[config.mk]
export PLATFORM = sky130hd
export DESIGN_NAME = sq_cq_ring_pointer_manager
export DESIGN_NICKNAME = d
export VERILOG_FILES = /design/src/hdl/sqcq_pkg.sv /design/src/hdl/sq_cq_ring_pointer_manager.sv /design/src/hdl/sqcq_ctrl.sv /design/src/hdl/sqcq_dp.sv
export VERILOG_INCLUDE_DIRS = /design/src /design/src/hdl
export SDC_FILE = /design/constraint.sdc
export NUM_CORES = 1
export LEC_CHECK = 0
export BUFFER_PORTS_ARGS = -buffer_cell sky130_fd_sc_hd__buf_2
export CORE_UTILIZATION = 50
export CTS_CLUSTER_DIAMETER = 40
export DETAILED_ROUTE_END_ITERATION = 10
export GPL_TIMING_DRIVEN = 0
export PLACE_DENSITY = 0.76
export SETUP_SLACK_MARGIN = 0.05
export SYNTH_ARGS = -nofsm -noshare
export SYNTH_HDL_FRONTEND = slang
export SYNTH_SLANG_ARGS = --single-unit
[constraint.sdc]
create_clock -name clk_i -period 7.8 [get_ports clk_i]
set_clock_uncertainty 0.1 [all_clocks]
set_input_delay 0 -clock clk_i [delete_from_list [all_inputs] [get_ports clk_i]]
set_output_delay 0 -clock clk_i [all_outputs]
set_load 0.02 [all_outputs]
[src/hdl/assert_macros.svh]
// assertion macros used by the ring pointer manager rtl
`ifndef ASSERT_MACROS_SVH
`define ASSERT_MACROS_SVH

// same-cycle implication, sampled on clk_i, off while rst_ni is low
`define SQCQ_ASSERT_IMP(name, ante, cons) \
  name: assert property (@(posedge clk_i) disable iff (!rst_ni) (ante) |-> (cons)) \
    else $error("sqcq assertion failed");

// next-cycle implication, sampled on clk_i, off while rst_ni is low
`define SQCQ_ASSERT_NXT(name, ante, cons) \
  name: assert property (@(posedge clk_i) disable iff (!rst_ni) (ante) |=> (cons)) \
    else $error("sqcq assertion failed");

`endif

[src/hdl/sqcq_pkg.sv]
// constants, item types and control types of the ring pointer manager
package sqcq_pkg;

  localparam int unsigned SQ_DEPTH = 1024;
  localparam int unsigned CQ_DEPTH = 1024;
  localparam int unsigned NUM_SQ   = 16;

  localparam int unsigned OP_W     = 2;
  localparam int unsigned ID_W     = 4;
  localparam int unsigned HEAD_W   = 16;
  localparam int unsigned REQ_W    = 11;
  localparam int unsigned STATUS_W = 3;
  localparam int unsigned TAKEN_W  = 11;
  localparam int unsigned BELL_W   = 10;
  localparam int unsigned PEND_W   = 16;

  localparam int unsigned SQ_PTR_W = $clog2(SQ_DEPTH);
  localparam int unsigned CQ_PTR_W = $clog2(CQ_DEPTH);
  localparam int unsigned CQ_CNT_W = CQ_PTR_W + 1;
  localparam int unsigned SQ_IDX_W = (NUM_SQ > 1) ? $clog2(NUM_SQ) : 1;
  localparam int unsigned REQ_CMP_W  = (REQ_W > CQ_CNT_W) ? REQ_W : CQ_CNT_W;
  localparam int unsigned PEND_CMP_W = (PEND_W > CQ_CNT_W) ? PEND_W : CQ_CNT_W;
  localparam int unsigned RHEAD_CMP_W = (HEAD_W > SQ_PTR_W) ? HEAD_W + 1 : SQ_PTR_W + 1;

  localparam logic [SQ_PTR_W-1:0] SQ_LAST = SQ_PTR_W'(SQ_DEPTH - 1);
  localparam logic [CQ_PTR_W-1:0] CQ_LAST = CQ_PTR_W'(CQ_DEPTH - 1);

  typedef enum logic [OP_W-1:0] {
    OP_SUBMIT = 2'd0,
    OP_REPORT = 2'd1,
    OP_FETCH  = 2'd2,
    OP_NONE   = 2'd3
  } op_e;

  typedef enum logic [STATUS_W-1:0] {
    ST_OK           = 3'd0,
    ST_NO_CREDIT    = 3'd1,
    ST_WRAP_BLOCKED = 3'd2,
    ST_EMPTY        = 3'd3,
    ST_CQ_FULL      = 3'd4,
    ST_BAD_HEAD     = 3'd5
  } status_e;

  typedef struct packed {
    op_e               operation;
    logic [ID_W-1:0]   sq_id;
    logic              entry_phase;
    logic [HEAD_W-1:0] reported_sq_head;
    logic [REQ_W-1:0]  request_count;
  } in_item_t;

  typedef struct packed {
    status_e            status;
    logic [TAKEN_W-1:0] taken_count;
    logic [BELL_W-1:0]  doorbell_value;
  } out_item_t;

  // controller to datapath
  typedef struct packed {
    logic load_item;
    logic execute;
  } cmd_t;

endpackage

[src/hdl/sq_cq_ring_pointer_manager.sv]
// top level of the submission and completion ring pointer manager
// an accepted item is captured, then executed into the result register once the
// output register is free; the input stalls until the previous item has executed
// a new item is taken while the previous result still waits in the output register
// reset: asynchronous, all ring pointers, credits and the pending count go to zero
// and the completion valid phase goes to one; no clearing pass is needed
`include "assert_macros.svh"

module sq_cq_ring_pointer_manager (
  input  logic                clk_i,
  input  logic                rst_ni,
  input  logic                in_valid_i,
  output logic                in_stall_o,
  input  sqcq_pkg::in_item_t  in_item_i,
  output logic                out_valid_o,
  input  logic                out_stall_i,
  output sqcq_pkg::out_item_t out_item_o
);
  import sqcq_pkg::*;

  // capture and execute strobes from the controller
  cmd_t cmd;

  // controller: idle waits for an item, exec fires once the output register
  // is free, so a stalled result is never overwritten
  sqcq_ctrl u_ctrl (
    .clk_i       (clk_i),
    .rst_ni      (rst_ni),
    .in_valid_i  (in_valid_i),
    .in_stall_o  (in_stall_o),
    .out_valid_o (out_valid_o),
    .out_stall_i (out_stall_i),
    .cmd_o       (cmd)
  );

  // datapath: per-ring head, tail and credit tables, completion ring head,
  // tail and phase, pending report count, and the registered result
  sqcq_dp u_dp (
    .clk_i      (clk_i),
    .rst_ni     (rst_ni),
    .cmd_i      (cmd),
    .in_item_i  (in_item_i),
    .out_item_o (out_item_o)
  );

  // execution must never land on a result that is still held by the consumer
  `SQCQ_ASSERT_IMP(a_no_overwrite, cmd.execute, !(out_valid_o && out_stall_i))
  // an accepted item keeps the input side busy in the next cycle
  `SQCQ_ASSERT_NXT(a_busy_after_accept, in_valid_i && !in_stall_o, in_stall_o)
  // a new result appears only right after an execute
  `SQCQ_ASSERT_IMP(a_valid_from_exec, $rose(out_valid_o), $past(cmd.execute))

endmodule

[src/hdl/sqcq_ctrl.sv]
// handshake controller: sequences capture and execution of one item
module sqcq_ctrl (
  input  logic             clk_i,
  input  logic             rst_ni,
  input  logic             in_valid_i,
  output logic             in_stall_o,
  output logic             out_valid_o,
  input  logic             out_stall_i,
  output sqcq_pkg::cmd_t   cmd_o
);
  import sqcq_pkg::*;

  typedef enum logic {
    S_IDLE,
    S_EXEC
  } state_e;

  state_e state_q;
  logic   out_valid_q;
  logic   out_free;

  // the output register is free when empty or being drained this cycle
  assign out_free        = !out_valid_q || !out_stall_i;
  assign in_stall_o      = (state_q != S_IDLE);
  assign cmd_o.load_item = in_valid_i && (state_q == S_IDLE);
  assign cmd_o.execute   = (state_q == S_EXEC) && out_free;
  assign out_valid_o     = out_valid_q;

  always_ff @(posedge clk_i or negedge rst_ni) begin
    if (!rst_ni) begin
      state_q     <= S_IDLE;
      out_valid_q <= 1'b0;
    end else begin
      case (state_q)
        S_IDLE: begin
          if (cmd_o.load_item) state_q <= S_EXEC;
        end
        S_EXEC: begin
          if (cmd_o.execute) state_q <= S_IDLE;
        end
        default: state_q <= S_IDLE;
      endcase
      if (cmd_o.execute) begin
        out_valid_q <= 1'b1;
      end else if (!out_stall_i) begin
        out_valid_q <= 1'b0;
      end
    end
  end

endmodule

[src/hdl/sqcq_dp.sv]
// datapath: ring pointer tables, completion ring state and result register
module sqcq_dp (
  input  logic                clk_i,
  input  logic                rst_ni,
  input  sqcq_pkg::cmd_t      cmd_i,
  input  sqcq_pkg::in_item_t  in_item_i,
  output sqcq_pkg::out_item_t out_item_o
);
  import sqcq_pkg::*;

  in_item_t  item_q;
  out_item_t result_q;
  out_item_t result_d;

  logic [SQ_PTR_W-1:0] sq_head_q   [NUM_SQ];
  logic [SQ_PTR_W-1:0] sq_tail_q   [NUM_SQ];
  logic [SQ_PTR_W-1:0] sq_credit_q [NUM_SQ];

  logic [CQ_PTR_W-1:0] cq_head_q, cq_head_d;
  logic [CQ_PTR_W-1:0] cq_tail_q, cq_tail_d;
  logic                cq_phase_q, cq_phase_d;
  logic [PEND_W-1:0]   pending_q, pending_d;

  logic                head_we, tail_we, credit_we;
  logic [SQ_PTR_W-1:0] head_wdata, tail_wdata, credit_wdata;

  logic [SQ_IDX_W-1:0] idx;
  logic                id_ok;
  logic [SQ_PTR_W-1:0] h, t, c;
  logic [SQ_PTR_W:0]   credit_calc;
  logic [SQ_PTR_W-1:0] credit_eff;
  logic                wrap_blk;
  logic [SQ_PTR_W-1:0] t_next;
  logic                rhead_ok;
  logic [CQ_PTR_W-1:0] cq_tail_next;
  logic [CQ_CNT_W-1:0] avail, take_n, head_sum;
  logic [CQ_PTR_W-1:0] cq_head_new;
  logic [PEND_W-1:0]   pending_sub;

  assign idx   = SQ_IDX_W'(item_q.sq_id);
  assign id_ok = (32'(item_q.sq_id) < NUM_SQ);
  assign h     = sq_head_q[idx];
  assign t     = sq_tail_q[idx];
  assign c     = sq_credit_q[idx];

  // credit from head and tail, one slot kept free
  always_comb begin
    if (t >= h) begin
      credit_calc = (SQ_PTR_W+1)'(SQ_DEPTH) - ({1'b0, t} - {1'b0, h} + 1'b1);
    end else begin
      credit_calc = {1'b0, h} - {1'b0, t} - 1'b1;
    end
  end

  assign credit_eff = (c == '0) ? SQ_PTR_W'(credit_calc) : c;
  assign wrap_blk   = (t >= h) && (t == SQ_LAST) && (h == '0);
  assign t_next     = (t == SQ_LAST) ? '0 : t + 1'b1;
  assign rhead_ok   = (RHEAD_CMP_W'(item_q.reported_sq_head) < RHEAD_CMP_W'(SQ_DEPTH));

  assign cq_tail_next = (cq_tail_q == CQ_LAST) ? '0 : cq_tail_q + 1'b1;

  // contiguous entries up to the tail or the end of the ring
  assign avail = (cq_tail_q > cq_head_q) ? ({1'b0, cq_tail_q} - {1'b0, cq_head_q})
                                         : (CQ_CNT_W'(CQ_DEPTH) - {1'b0, cq_head_q});
  assign take_n = (REQ_CMP_W'(item_q.request_count) < REQ_CMP_W'(avail))
                  ? CQ_CNT_W'(item_q.request_count) : avail;
  assign head_sum    = {1'b0, cq_head_q} + take_n;
  assign cq_head_new = (head_sum == CQ_CNT_W'(CQ_DEPTH)) ? '0 : CQ_PTR_W'(head_sum);
  // saturate at zero
  assign pending_sub = (PEND_CMP_W'(pending_q) > PEND_CMP_W'(take_n))
                       ? PEND_W'(PEND_CMP_W'(pending_q) - PEND_CMP_W'(take_n)) : '0;

  always_comb begin
    result_d     = '0;
    head_we      = 1'b0;
    tail_we      = 1'b0;
    credit_we    = 1'b0;
    head_wdata   = SQ_PTR_W'(item_q.reported_sq_head);
    tail_wdata   = t_next;
    credit_wdata = credit_eff;
    cq_head_d    = cq_head_q;
    cq_tail_d    = cq_tail_q;
    cq_phase_d   = cq_phase_q;
    pending_d    = pending_q;
    case (item_q.operation)
      OP_SUBMIT: begin
        if (!id_ok) begin
          result_d.status = ST_NO_CREDIT;
        end else begin
          // recomputed credit is kept even when the submit fails for lack of credit or a blocked wrap
          credit_we = (c == '0);
          if (credit_eff == '0) begin
            result_d.status = ST_NO_CREDIT;
          end else if (wrap_blk) begin
            result_d.status = ST_WRAP_BLOCKED;
          end else begin
            credit_we               = 1'b1;
            credit_wdata            = credit_eff - 1'b1;
            tail_we                 = 1'b1;
            pending_d               = pending_q + 1'b1;
            result_d.status         = ST_OK;
            result_d.doorbell_value = BELL_W'(t_next);
          end
        end
      end
      OP_REPORT: begin
        if (item_q.entry_phase != cq_phase_q) begin
          result_d.status = ST_EMPTY;
        end else if (cq_tail_next == cq_head_q) begin
          result_d.status = ST_CQ_FULL;
        end else if (!id_ok || !rhead_ok) begin
          result_d.status = ST_BAD_HEAD;
        end else begin
          head_we   = 1'b1;
          cq_tail_d = cq_tail_next;
          if (cq_tail_q == CQ_LAST) cq_phase_d = !cq_phase_q;
          result_d.status = ST_OK;
        end
      end
      OP_FETCH: begin
        if (cq_head_q == cq_tail_q) begin
          result_d.status = ST_EMPTY;
        end else begin
          cq_head_d               = cq_head_new;
          pending_d               = pending_sub;
          result_d.status         = ST_OK;
          result_d.taken_count    = TAKEN_W'(take_n);
          result_d.doorbell_value = BELL_W'(cq_head_new);
        end
      end
      default: result_d = '0;
    endcase
  end

  // item and result registers carry payload only
  always_ff @(posedge clk_i) begin
    if (cmd_i.load_item) item_q <= in_item_i;
    if (cmd_i.execute) result_q <= result_d;
  end

  always_ff @(posedge clk_i or negedge rst_ni) begin
    if (!rst_ni) begin
      for (int i = 0; i < NUM_SQ; i++) begin
        sq_head_q[i]   <= '0;
        sq_tail_q[i]   <= '0;
        sq_credit_q[i] <= '0;
      end
      cq_head_q  <= '0;
      cq_tail_q  <= '0;
      cq_phase_q <= 1'b1;
      pending_q  <= '0;
    end else if (cmd_i.execute) begin
      if (head_we) sq_head_q[idx] <= head_wdata;
      if (tail_we) sq_tail_q[idx] <= tail_wdata;
      if (credit_we) sq_credit_q[idx] <= credit_wdata;
      cq_head_q  <= cq_head_d;
      cq_tail_q  <= cq_tail_d;
      cq_phase_q <= cq_phase_d;
      pending_q  <= pending_d;
    end
  end

  assign out_item_o = result_q;

endmodule
After elaboration in Yosys (flattened, before gate mapping). Index checks and enable logic that the tools add are counted.

Bits in registers: 561. Input bits: 38.

Add/sub/neg operators: 11. Order comparisons: 6. Equality and inequality tests: 9. Multiplexer cells: 50. Bitwise logic cells: 6. Reduce and logical (&&, ||, !) cells: 20.

Operators by type and width (number): bitwise mux 160 bit (3); 2-to-1 mux 10 bit (18); binary-select mux 10 bit (select 4 bit) (3); demux 10 bit (select 4 bit) (1); adder 10 x 1 -> 10 bit, second input constant (3); logical NOT 10 bit (3); 2-to-1 mux 11 bit (2); == test 10 bit (2); == test 10 bit, second input constant (2); case mux 10 bit (2 select lines) (1); subtractor 10 x 1 -> 10 bit, second input constant (2); subtractor 10 bit (2); < comparator 16 x 11 -> 1 bit, second input constant (1); 2-to-1 mux 1 bit (14); adder 10 x 11 -> 11 bit (1); == test 11 bit, second input constant (1); < comparator 11 bit (1); subtractor 10 x 10 -> 11 bit (1); subtractor 11 x 10 -> 11 bit, first input constant (1); >= comparator 10 bit (1); > comparator 10 bit (1); subtractor 1 x 10 -> 10 bit, first input constant (1); 2-to-1 mux 3 bit (3); case mux 3 bit (3 select lines) (1); 19 further kinds (33).

Longest topological paths before layout. Gate-level depths: netlist of run 1.

Word-level depth: 14. Mapped depth: 34. Gate-level depth less buffers: 30.

Modules after synthesis. A second synthesis of run 1 with hierarchy kept.

Cell total of the unflattened synthesis: 2286. Area, all modules: 27896.8 um^2.

Modules (own cells, without submodules): sqcq_dp (instances 1, cells an instance 2280, area each 27812.9 um^2, sequential area each 14279.9 um^2); sqcq_ctrl (instances 1, cells an instance 6, area each 83.8 um^2, sequential area each 50.0 um^2).

Worst setup path before layout of run 1. OpenSTA, ideal clock, no wires.

Path type: flip-flop to flip-flop. Start: register u_dp.cq_head_q[1]. End: register u_dp.result_q, in the netlist u_dp.out_item_o[9], data pin. Arrival time: 6.863 ns. Data required time: 7.435 ns. Path slack: 0.572 ns. Cell stages (with the launch flop): 35. Buffers on the path: 4. Path through: dfrtp_1 clkbuf_1 inv_1 ha_1 nor2b_1 o21ai_0 a21boi_0 o21a_1 o21ai_0 a211o_1 o21a_1 clkbuf_1 mux2i_1 ha_1 a21o_1 a21o_1 a21o_1 a21o_1 a21o_1 a21oi_1 o221ai_1 a21o_1 clkbuf_1 clkbuf_1 a21oi_1 ha_1 a21o_1 a21oi_1 o21bai_1 a21oi_1 o21bai_1 a21oi_1 o21ai_0 xnor2_1 o21ai_0.

Longest elaborated chain between the ends: 9. Elaborated cells on any way between the ends: 12. Classes of those cells: add/sub (3); order compare (2); eq/ne (2); mux (5).

Ends and longest elaborated chain: from (decl) (RTL line sqcq_dp.sv:19) `logic [CQ_PTR_W-1:0] cq_head_q, cq_head_d;`; from (signal assigned) (RTL line sqcq_dp.sv:156) `cq_head_q <= cq_head_d;`; subtractor 11 x 10 -> 11 bit (tied with other cells) (RTL line sqcq_dp.sv:64) `: (CQ_CNT_W'(CQ_DEPTH) - {1'b0, cq_head_q});`; 2-to-1 mux 11 bit (*) (RTL line sqcq_dp.sv:63) `assign avail = (cq_tail_q > cq_head_q) ? ({1'b0, cq_tail_q} - {1'b0, cq_head_q})`; < comparator 11 bit (RTL line sqcq_dp.sv:65) `assign take_n = (REQ_CMP_W'(item_q.request_count) < REQ_CMP_W'(avail))`; 2-to-1 mux 11 bit (*) (RTL line sqcq_dp.sv:66) `? CQ_CNT_W'(item_q.request_count) : avail;`; via u_dp.take_n[1] (RTL line sqcq_dp.sv:36) `logic [CQ_CNT_W-1:0] avail, take_n, head_sum;`; adder 10 x 11 -> 11 bit (*) (RTL line sqcq_dp.sv:67) `assign head_sum = {1'b0, cq_head_q} + take_n;`; == test 11 bit (RTL line sqcq_dp.sv:68) `assign cq_head_new = (head_sum == CQ_CNT_W'(CQ_DEPTH)) ? '0 : CQ_PTR_W'(head_sum);`; 2-to-1 mux 10 bit (*) (RTL line sqcq_dp.sv:68); 2-to-1 mux 10 bit (*) (RTL line sqcq_dp.sv:121) `if (cq_head_q == cq_tail_q) begin`; case mux 10 bit (2 select lines) (*) (RTL line sqcq_dp.sv:85) `case (item_q.operation)`; to (signal assigned) (RTL line sqcq_dp.sv:138) `if (cmd_i.execute) result_q <= result_d;`; to (decl) (RTL line sqcq_dp.sv:12) `out_item_t result_q;`.

The timed path passes the listed nets; every way through them passes the cells marked *. A chain may end at the register's enable or synchronous reset.

Worst setup path in the final report of run 1.
Start: register u_dp.item_q, in the netlist u_dp.idx[3]. End: register u_dp.sq_tail_q[83] (netlist bit).

Longest elaborated chain between the ends: 13. Elaborated cells on any way between the ends: 36. Classes of those cells: add/sub (6); order compare (3); eq/ne (1); mux (18); bitwise (1); reduce/logical (7).

Ends and longest elaborated chain: from (decl) (RTL line sqcq_dp.sv:11) `in_item_t item_q;`; from (signal assigned) (RTL line sqcq_dp.sv:137) `if (cmd_i.load_item) item_q <= in_item_i;`; NOT 4 -> 5 bit (not written as such) (*); binary-select mux 10 bit (select 4 bit), on equally long branches (RTL line sqcq_dp.sv:43, sqcq_dp.sv:42); 2-to-1 mux 10 bit, on equally long branches (2 in series) (RTL line sqcq_dp.sv:43, sqcq_dp.sv:42); subtractor 10 bit (RTL line sqcq_dp.sv:49) `credit_calc = (SQ_PTR_W+1)'(SQ_DEPTH) - ({1'b0, t} - {1'b0, h} + 1'b1);`; adder 10 x 1 -> 10 bit (RTL line sqcq_dp.sv:49); subtractor 1 x 10 -> 10 bit (RTL line sqcq_dp.sv:49); 2-to-1 mux 10 bit (RTL line sqcq_dp.sv:48) `if (t >= h) begin`; 2-to-1 mux 10 bit (RTL line sqcq_dp.sv:55) `assign credit_eff = (c == '0) ? SQ_PTR_W'(credit_calc) : c;`; logical NOT 10 bit (RTL line sqcq_dp.sv:92) `if (credit_eff == '0) begin`; 2-to-1 mux 1 bit (RTL line sqcq_dp.sv:92); 2-to-1 mux 1 bit (RTL line sqcq_dp.sv:85); AND reduction 2 bit (no line); to (signal, indexed assignment) (RTL line sqcq_dp.sv:154) `if (tail_we) sq_tail_q[idx] <= tail_wdata;`; to (decl) (RTL line sqcq_dp.sv:16) `logic [SQ_PTR_W-1:0] sq_tail_q [NUM_SQ];`.

Every way passes the cells marked *; elsewhere a longest branch is shown, timed or not. The select of a mux whose other input is x is not followed.

==> flow_summary.toml, run 1 <==
[status]
status = "finished with violations"
violations = "capacitance limit"

[die]
num_rows = 86
dieArea_um2 = 57400
die_x_um = 240
die_h_um = 240
design.core.area_um2 = 55400
initial_utilization_pct = 50.9
io_pins = 64

[placed_design]
place_inst = 2847
dp_slack_ns = -0.962
gp_congestion = 0.912
place_area_um2 = 29600
io_buffers = 63
dp_hpwl_um = 49100

[cells_and_area]
insertedDiodeCount = 0
final_common_cell = "dfrtp_1"
layout_common_cells = "dfrtp_1, mux2_2, mux4_2"
post-route-util_pct = 60.8
fill_cells = 4058
area_delta_synth_final_pct = 19.4
layout-drive-gt1-share_pct = 39.4
final_cells = 3088
fin_area_um2 = 33700
fin_nets = 2359

[global_routing]
antenna_found_initial = 0
grt_max_degree = 129
grt_overflow_total = 0
grt_pass1_wl_um = 117000
grt_pass1_vias = 20323
grtUsageTotal_pct = 27.2

[worst_setup_path]
critical_path.endpoint_type = "flop"
start_kind = "flop"
cpPeakStageDelay_ns = 0.81
worstPathArrival_ns = 7.84
path_class = "reg -> reg"
cp_cell_sequence = "buf_1, buf_1, buf_1, mux4_2, inv_1, ha_1, fa_1, xor2_1, or4_1, a22oi_1, o211ai_1, nor4b_2, o21ai_2, buf_2, buf_2, nand4_1, buf_2, mux2_2"
worst-endpoint-required_ns = 8.20
crit_slowest_cell = "buf_1"
cp_max_fo = 10

[clocking]
cts_max_level = 3
clock-sinks = 561
cts.path.max_buffers = 3
cts_buffers = 87
cts_root_buffer = "clkbuf_16"
cts_tree = "yes"
clock_latency_ns = 0.64
path_clk_slew_ns = 0.06

[sta]
fin_tns_setup_ns = 0
fmax_mhz = 134
fin_crit_sh_pct = 95.4
fin_crit_ns = 7.44
worst_pin_slew_ns = 1.46
worst_hold_slack_ns = 0.0314
drv_slew = 0
setup_viol = 0
hold_viol = 0
slew-limit-headroom_pct = 1.12
fin_ws_ns = 0.361

[drt]
wl_per_cell_um = 24.6
vias = 18935
ant_nets = 0
detail_route.vias_per_cell = 6.13
drcViolationCount = 0
drt_iter0_markers = 1433
wl_um = 75900
drt-pass1-iter-count = 5

[yosys]
yosysWarnings = 0
async_flop_share_pct = 89.7
yosysUniqueCellTypes = 81
synth-seq-cells = 561
synthXorXnorAreaFrac_pct = 1.60
synth_mux_area_share_pct = 29.7
synth-simple-area-share_pct = 5.91
synth_top_family_by_area = "multiplexers"
synth_area_per_cell_um2 = 13.9
synthAdderAreaFrac_pct = 2.56
synth_nets = 2124
syn_area_um2 = 28200
synth_cells = 2030
synth_edf_count = 58
ys.flop_type = "dfrtp_1"
ys_seq_area_share_pct = 50.8
synth-compound-area-share_pct = 6.14

[power_and_ir_drop]
power_mw = 9.99
ir_drop_v = 0.000203
p_per_area_nw_per_um2 = 297
leakagePower_nw = 15.5

[flow_run]
drv_cap = 1

[worst_hold_path]
min_path_type = "in -> reg"
## critical path, delay by kind of cell, from the launching register on
kind / cells / cell delay, ns
buffers and inverters: 7 / 3.21
AND/OR/NAND/NOR: 3 / 1.03
multiplexers: 2 / 0.87
adder cells (fa/ha/maj): 2 / 0.74
AO/OA/AOI/OAI: 3 / 0.64
flip-flops: 1 / 0.43
XOR/XNOR: 1 / 0.26
## registers in the layout, summed over array words and instances (netlist names), 4 cells and up
name	cells
u_dp.head_wdata	10
u_dp.cq_head_q	10
u_dp.out_item_o	24
u_dp.sq_tail_q	160
u_dp.sq_head_q	160
u_dp.cq_tail_q	10
u_dp.item_q	20
u_dp.idx	4
u_dp.sq_credit_q	160
## layer usage
metal / up-vias / track usage [%] / wire [µm]
met5: - / 0 / 0
met4: 0 / 12.3 / 3150
met3: 222 / 5.15 / 4450
met2: 698 / 45.4 / 37500
met1: 9904 / 34.4 / 30700
li1: 8111 / - / -
## synthesized netlist by cell type (19+ instances only)
cell type / count / area [µm²]
inv_1: 67 / 251
buf_2: 31 / 155
mux2i_1: 19 / 190
o21ai_0: 43 / 215
nand2_1: 82 / 308
edfxtp_1: 58 / 1740
xnor2_1: 37 / 324
nor2_1: 52 / 195
a22oi_1: 40 / 300
nand2b_1: 21 / 131
a21oi_1: 44 / 220
mux4_2: 134 / 3020
ha_1: 53 / 663
nor3_1: 29 / 145
dfrtp_1: 502 / 12600
mux2_2: 454 / 5110
clkbuf_1: 66 / 248
## final cells by class
type                    instances  area (µm²)  share of cell area [%]
flip-flops and latches        561       14300                    42.5
repair buffers                149        1280                    3.80
clock buffers                 111        2460                    7.31
multi-input cells            1272       13100                    38.9
inverters                      67         255                   0.758
clock inverters                53         663                    1.97
well taps                     748         936                    2.78
plain buffers                 127         669                    1.99
## cells by family after synthesis
group / after synthesis
multiplexers: 613
flip-flops: 561
AND/OR/NAND/NOR: 305
AO/OA/AOI/OAI: 248
buffers and inverters: 197
adder cells (fa/ha/maj): 56
XOR/XNOR: 50
## report_power, final
group          internal, mW  total [mW]  switching [mW]
clock network          2.55        4.06            1.51
logic                 0.996        2.44            1.45
registers              3.28        3.48           0.199
## worst paths after layout
kind | to | from | cells after the start | slack (ns)
setup / recovery | u_dp.sq_tail_q[83]$_DFFE_PN0P_ | u_dp.idx[3]$_DFFE_PP_ | 18 | 0.36
hold / removal | u_dp.head_wdata[8]$_DFFE_PP_ | in_item_i[19] | 2 | 0.03
setup reg to reg | u_dp.sq_tail_q[83]$_DFFE_PN0P_ | u_dp.idx[3]$_DFFE_PP_ | 18 | 0.36
hold reg to reg | u_dp.sq_tail_q[58]$_DFFE_PN0P_ | u_dp.sq_tail_q[58]$_DFFE_PN0P_ | 2 | 0.39
max in group asynchronous | u_dp.sq_head_q[7]$_DFFE_PN0P_ | rst_ni | 6 | 5.56
min in group asynchronous | u_dp.cq_head_q[1]$_DFFE_PN0P_ | rst_ni | 4 | 0.43
## repair_timing
action | in CTS | in global routing
hold endpoints to repair | 331 | 0
pin swaps | 2 | 4
buffers inserted | 2 | 7
setup endpoints to repair | 282 | 44
gates resized for setup | 13 | 19
hold buffers | 71 | 0
Note: power is estimated with default switching activity, not from simulation.
==> run 2: changes to the inputs <==
Settings changed: ABC_AREA set to 1.
==> flow_summary.toml, run 2 <==
[die]
io_pins = 64
die_x_um = 239
design.core.area_um2 = 55400
dieArea_um2 = 57300
initial_utilization_pct = 50.8
die_h_um = 239
num_rows = 86

[yosys]
synth_edf_count = 58
synth-simple-area-share_pct = 27.7
synth_commonest_cells = "nand2_1, dfrtp_1, o21ai_0, inv_1, nor2_1"
synth_area_per_cell_um2 = 8.10
synth_cells = 3476
async_flop_share_pct = 89.7
synth_most_common_cell = "nand2_1"
ys.flop_type = "dfrtp_1"
syn_area_um2 = 28200
yosys.area.top_type = "dfrtp_1"
synth_area_leaders = "dfrtp_1, nand2_1, edfxtp_1, o21ai_0, a22oi_1"
synth_nets = 3570
synth_mux_area_share_pct = 0.0355
synth.top_cell.area_share_pct = 44.6
synthXorXnorAreaFrac_pct = 1.43
synth_top_family_by_area = "simple AND/OR/NAND/NOR gates"
synth-seq-cells = 561
yosysWarnings = 0
ys_seq_area_share_pct = 50.9
synth-compound-area-share_pct = 11.6
yosysUniqueCellTypes = 53
synthAdderAreaFrac_pct = 2.57

[power_and_ir_drop]
leakagePower_nw = 16.9
p_sw_share_pct = 36.2
power_mw = 10.4
intPower_mw = 6.66
pwr-share-comb_pct = 27.8
switchingPower_mw = 3.78
p_clk_share_pct = 38.1
seqPwrFrac_pct = 34.2
p_per_area_nw_per_um2 = 313
ir_drop_v = 0.000202

[clocking]
cts_buffers = 87
cts_root_buffer = "clkbuf_16"
cts_max_level = 3
clock_latency_ns = 0.65
clock-sinks = 561
cts_resized = 0
cts_tree = "yes"
path_clk_slew_ns = 0.06
cts.path.max_buffers = 3

[cells_and_area]
area_delta_synth_final_pct = 18.2
multiInputGateArea_um2 = 12200
final_common_cell = "nand2_1"
layout-drive-gt1-share_pct = 10.9
seq_area_um2 = 14300
layout_common_cells = "nand2_1, dfrtp_1, o21ai_0"
post-route-util_pct = 60.1
fill_cells = 4750
fin_nets = 3800
reg.largest.list = "u_dp.sq_credit_q (160), u_dp.sq_head_q (160), u_dp.sq_tail_q (160)"

[sta]
slew-limit-headroom_pct = 30.1
fin_crit_ns = 6.94
fin_crit_sh_pct = 88.9
worst_pin_slew_ns = 1.04
setup_viol = 0
worst_hold_slack_ns = 0.0651
fmax_mhz = 144
drv_slew = 0
grt_setup_unrepaired = "no"
hold_viol = 0
fin_tns_setup_ns = 0

[drt]
vias = 25444
drt_iter0_markers = 2816
drcViolationCount = 0
wl_um = 85900
drt-pass1-iter-count = 6
ant_nets = 0
wl_per_cell_um = 19.0
detail_route.vias_per_cell = 5.62

[global_routing]
grt_max_degree = 114
antenna_found_initial = 1
grt_overflow_total = 0
grtUsageTotal_pct = 30.4
grt_pass1_vias = 24384
grt_pass1_wl_um = 134000

[status]
status = "complete, no violations"

[worst_setup_path]
critical_path.endpoint_type = "flop"
path_class = "reg -> reg"
worstPathArrival_ns = 7.18
worst-endpoint-required_ns = 8.05
start_kind = "flop"
cpPeakStageDelay_ns = 0.54
cp_max_fo = 10
crit_slowest_cell = "dfrtp_1"

[worst_hold_path]
min_path_type = "in -> reg"

[placed_design]
io_buffers = 63
dp_hpwl_um = 58900
gp_congestion = 0.945

[flow_run]
drv_cap = 0
[run 2: worst paths after layout]
kind	from	endpoint	slack, ns	depth (start not counted)
max	u_dp.cq_head_q[7]$_DFFE_PN0P_	u_dp.out_item_o[8]$_SDFFCE_PN0P_	0.86	27
min	in_valid_i	u_ctrl.in_stall_o$_DFF_PN0_	0.07	4
max reg2reg	u_dp.cq_head_q[7]$_DFFE_PN0P_	u_dp.out_item_o[8]$_SDFFCE_PN0P_	0.86	27
min reg2reg	u_dp.sq_tail_q[75]$_DFFE_PN0P_	u_dp.sq_tail_q[75]$_DFFE_PN0P_	0.38	2
max in group asynchronous	rst_ni	u_dp.sq_head_q[72]$_DFFE_PN0P_	5.58	6
min in group asynchronous	rst_ni	u_dp.sq_credit_q[95]$_DFFE_PN0P_	0.31	3
[run 2: per-stage QoR]
stage,instance area [µm²],worst slack (ns),instances
2_1_floorplan,28200,2.65,3476
3_3_place_gp,29400,-3.74,4287
3_5_place_dp,29600,1.35,4292
4_1_cts,33300,1.29,4527
5_1_grt,33300,0.446,4527
6_report,33300,0.863,4528
[run 2: what timing repair did]
item,CTS,global route
buffers inserted,0,0
endpoints found under the hold margin,158,0
hold buffers,73,0
[run 2: cell type report]
class / instances / share of cell area [%]
diodes: 1 / 0.00752
plain buffers: 160 / 2.80
clock buffers: 102 / 7.05
clock inverters: 60 / 1.94
inverters: 185 / 2.09
multi-input cells: 2570 / 36.7
flip-flops and latches: 561 / 43.0
well taps: 748 / 2.81
repair buffers: 141 / 3.62
[run 2: metal layers]
layer / share of wire (%) / global-route usage [%]
met1: 41 / 40.6
met2: 45 / 47.2
met3: 9.5 / 6.25
met4: 4.8 / 14.9
met5: 0 / 0
[run 2: worst max-delay path: cells and delay by family, from the launching register on]
kind,cells,cell delay [ns]
flops,1,0.54
simple gates,6,1.20
compound gates,10,2.32
fa+ha+maj,4,1.26
buf+inv,6,0.98
xor+xnor,1,0.21
[run 2: logic make-up (layout without fill, tap and decap cells)]
| kind of cell | after synthesis | in the layout |
|---|---|---|
| flops | 561 | 561 |
| fa+ha+maj | 56 | 56 |
| buf+inv | 345 | 648 |
| xor+xnor | 43 | 43 |
| other cells | 0 | 1 |
| simple gates | 1891 | 1891 |
| mux | 1 | 1 |
| compound gates | 579 | 579 |
[run 2: power by group through the flow]
stage	Sequential [mW]	Combinational (mW)	Clock, mW
2_1_floorplan	3.58	1.92	0
3_3_place_gp	3.60	2.69	0
3_5_place_dp	3.60	2.74	0
4_1_cts	3.56	2.79	3.98
5_1_grt	3.60	3.17	4.13
6_report	3.57	2.90	3.97
==> run 3: changes to the inputs <==
Settings changed: CORE_UTILIZATION 50 to 63, PLACE_DENSITY 0.76 to 0.9.
==> flow_summary.toml, run 3 (synthesized netlist as in run 2, its figures left out) <==
[status]
status = "complete, no violations"

[global_routing]
grt_max_degree = 118
grt_overflow_total = 0
grtUsageTotal_pct = 40.3
antenna_found_initial = 1
grt_pass1_wl_um = 140000
grt_pass1_vias = 25883

[worst_setup_path]
worst-endpoint-required_ns = 8.05
cp_max_fo = 10
path_class = "reg -> reg"
critical_path.endpoint_type = "flop"
critPathBufInv = 5
worstPathArrival_ns = 7.91
crit_family = "compound AO/OA/AOI/OAI gates"
cpPeakStageDelay_ns = 0.53
r2r-start = "u_dp.cq_head_q[4]$_DFFE_PN0P_"
crit_slowest_cell = "dfrtp_1"
path_common_cell = "o21ai_0"
start_kind = "flop"
critPathLaunch = "u_dp.cq_head_q[4]$_DFFE_PN0P_"

[die]
dieArea_um2 = 45500
die_h_um = 213
design.core.area_um2 = 44100
initial_utilization_pct = 63.8
die_x_um = 213
num_rows = 77
io_pins = 64

[clocking]
cts_resized = 0
path_clk_slew_ns = 0.06
cts_root_buffer = "clkbuf_16"
cts_max_level = 3
clock_latency_ns = 0.65
cts_buffers = 80
clock-sinks = 561
postCtsSetupBuffers = 0
cts_tree = "yes"
cts.path.max_buffers = 3

[drt]
wl_per_cell_um = 20.9
ant_nets = 0
drcViolationCount = 0
drt-pass1-iter-count = 9
drt_iter0_markers = 4161
detail_route.vias_per_cell = 6.21
vias = 27029
wl_um = 91100

[cells_and_area]
layout_common_cells = "nand2_1, dfrtp_1, o21ai_0"
area_delta_synth_final_pct = 16.4
multiInputGateArea_um2 = 12200
fill_cells = 3005
seq_area_um2 = 14300
reg.largest.list = "u_dp.sq_credit_q (160), u_dp.sq_head_q (160), u_dp.sq_tail_q (160)"
layout-drive-gt1-share_pct = 10.5
insertedDiodeCount = 0
final_cells = 4355
final_common_cell = "nand2_1"
fin_nets = 3790

[sta]
fin_crit_sh_pct = 98.2
fmax_mhz = 131
grt_setup_unrepaired = "no"
fin_crit_ns = 7.66
slew-limit-headroom_pct = 31.2
fin_tns_setup_ns = 0
worst_hold_slack_ns = 0.0582
fin_ws_ns = 0.139
worst_pin_slew_ns = 1.03
hold_viol = 0
setup_viol = 0
drv_slew = 0

[placed_design]
dp_slack_ns = 1.15
place_inst = 4136
dp_hpwl_um = 58400
gp_congestion = 0.972
io_buffers = 63

[worst_hold_path]
min_path_type = "in -> reg"
min_from = "in_item_i[30]"

[power_and_ir_drop]
p_per_area_nw_per_um2 = 314
ir_drop_v = 0.000220
power_mw = 10.3
leakagePower_nw = 16.7

[flow_run]
drv_cap = 0
[run 3: final cells by class]
class                      count  area share [%]
sequential                   561            43.7
tap                          592            2.26
inverter                     185            2.13
multi-input combinational   2570            37.2
clock inverter                47            1.55
buffer                       160            2.84
timing repair buffer         138            3.55
clock buffer                 102            6.70
[run 3: where the power goes]
group	total (mW)	internal (mW)	switching, mW
Sequential	3.59	3.35	0.240
Clock	3.66	2.20	1.46
Combinational	3.03	0.880	2.15
Total	10.3	6.43	3.86
[run 3: timing repair]
| action | 4_1_cts | 5_1_grt |
|---|---|---|
| endpoints found under the setup margin | 0 | 0 |
| hold buffers | 70 | 0 |
| endpoints found under the hold margin | 451 | 0 |
[run 3: metal layers]
metal	vias up	track usage (%)	part of all wire, %
met5	-	0	0.020
met4	2	26.5	6.9
met3	559	13.1	13
met2	2154	61.0	44
met1	12628	49.8	36
li1	11686	-	-
[run 3: final timing paths]
| check | to | slack [ns] | depth (start not counted) |
|---|---|---|---|
| worst max-delay path | u_dp.out_item_o[8]$_SDFFCE_PN0P_ | 0.14 | 27 |
| worst min-delay path | u_dp.idx[2]$_DFFE_PP_ | 0.06 | 2 |
| worst max register to register | u_dp.out_item_o[8]$_SDFFCE_PN0P_ | 0.14 | 27 |
| worst min register to register | u_dp.sq_credit_q[47]$_DFFE_PN0P_ | 0.38 | 2 |
| max in group asynchronous | u_dp.sq_head_q[59]$_DFFE_PN0P_ | 5.67 | 6 |
| min in group asynchronous | u_dp.sq_credit_q[77]$_DFFE_PN0P_ | 0.52 | 4 |
[run 3: through the flow]
| step | area, µm² | util (%) |
|---|---|---|
| floorplan | 28200 | - |
| global placement | 29200 | 66.2 |
| detailed placement | 29400 | 66.5 |
| CTS | 32800 | 74.3 |
| global route | 32800 | 74.3 |
| finish | 32800 | 74.3 |
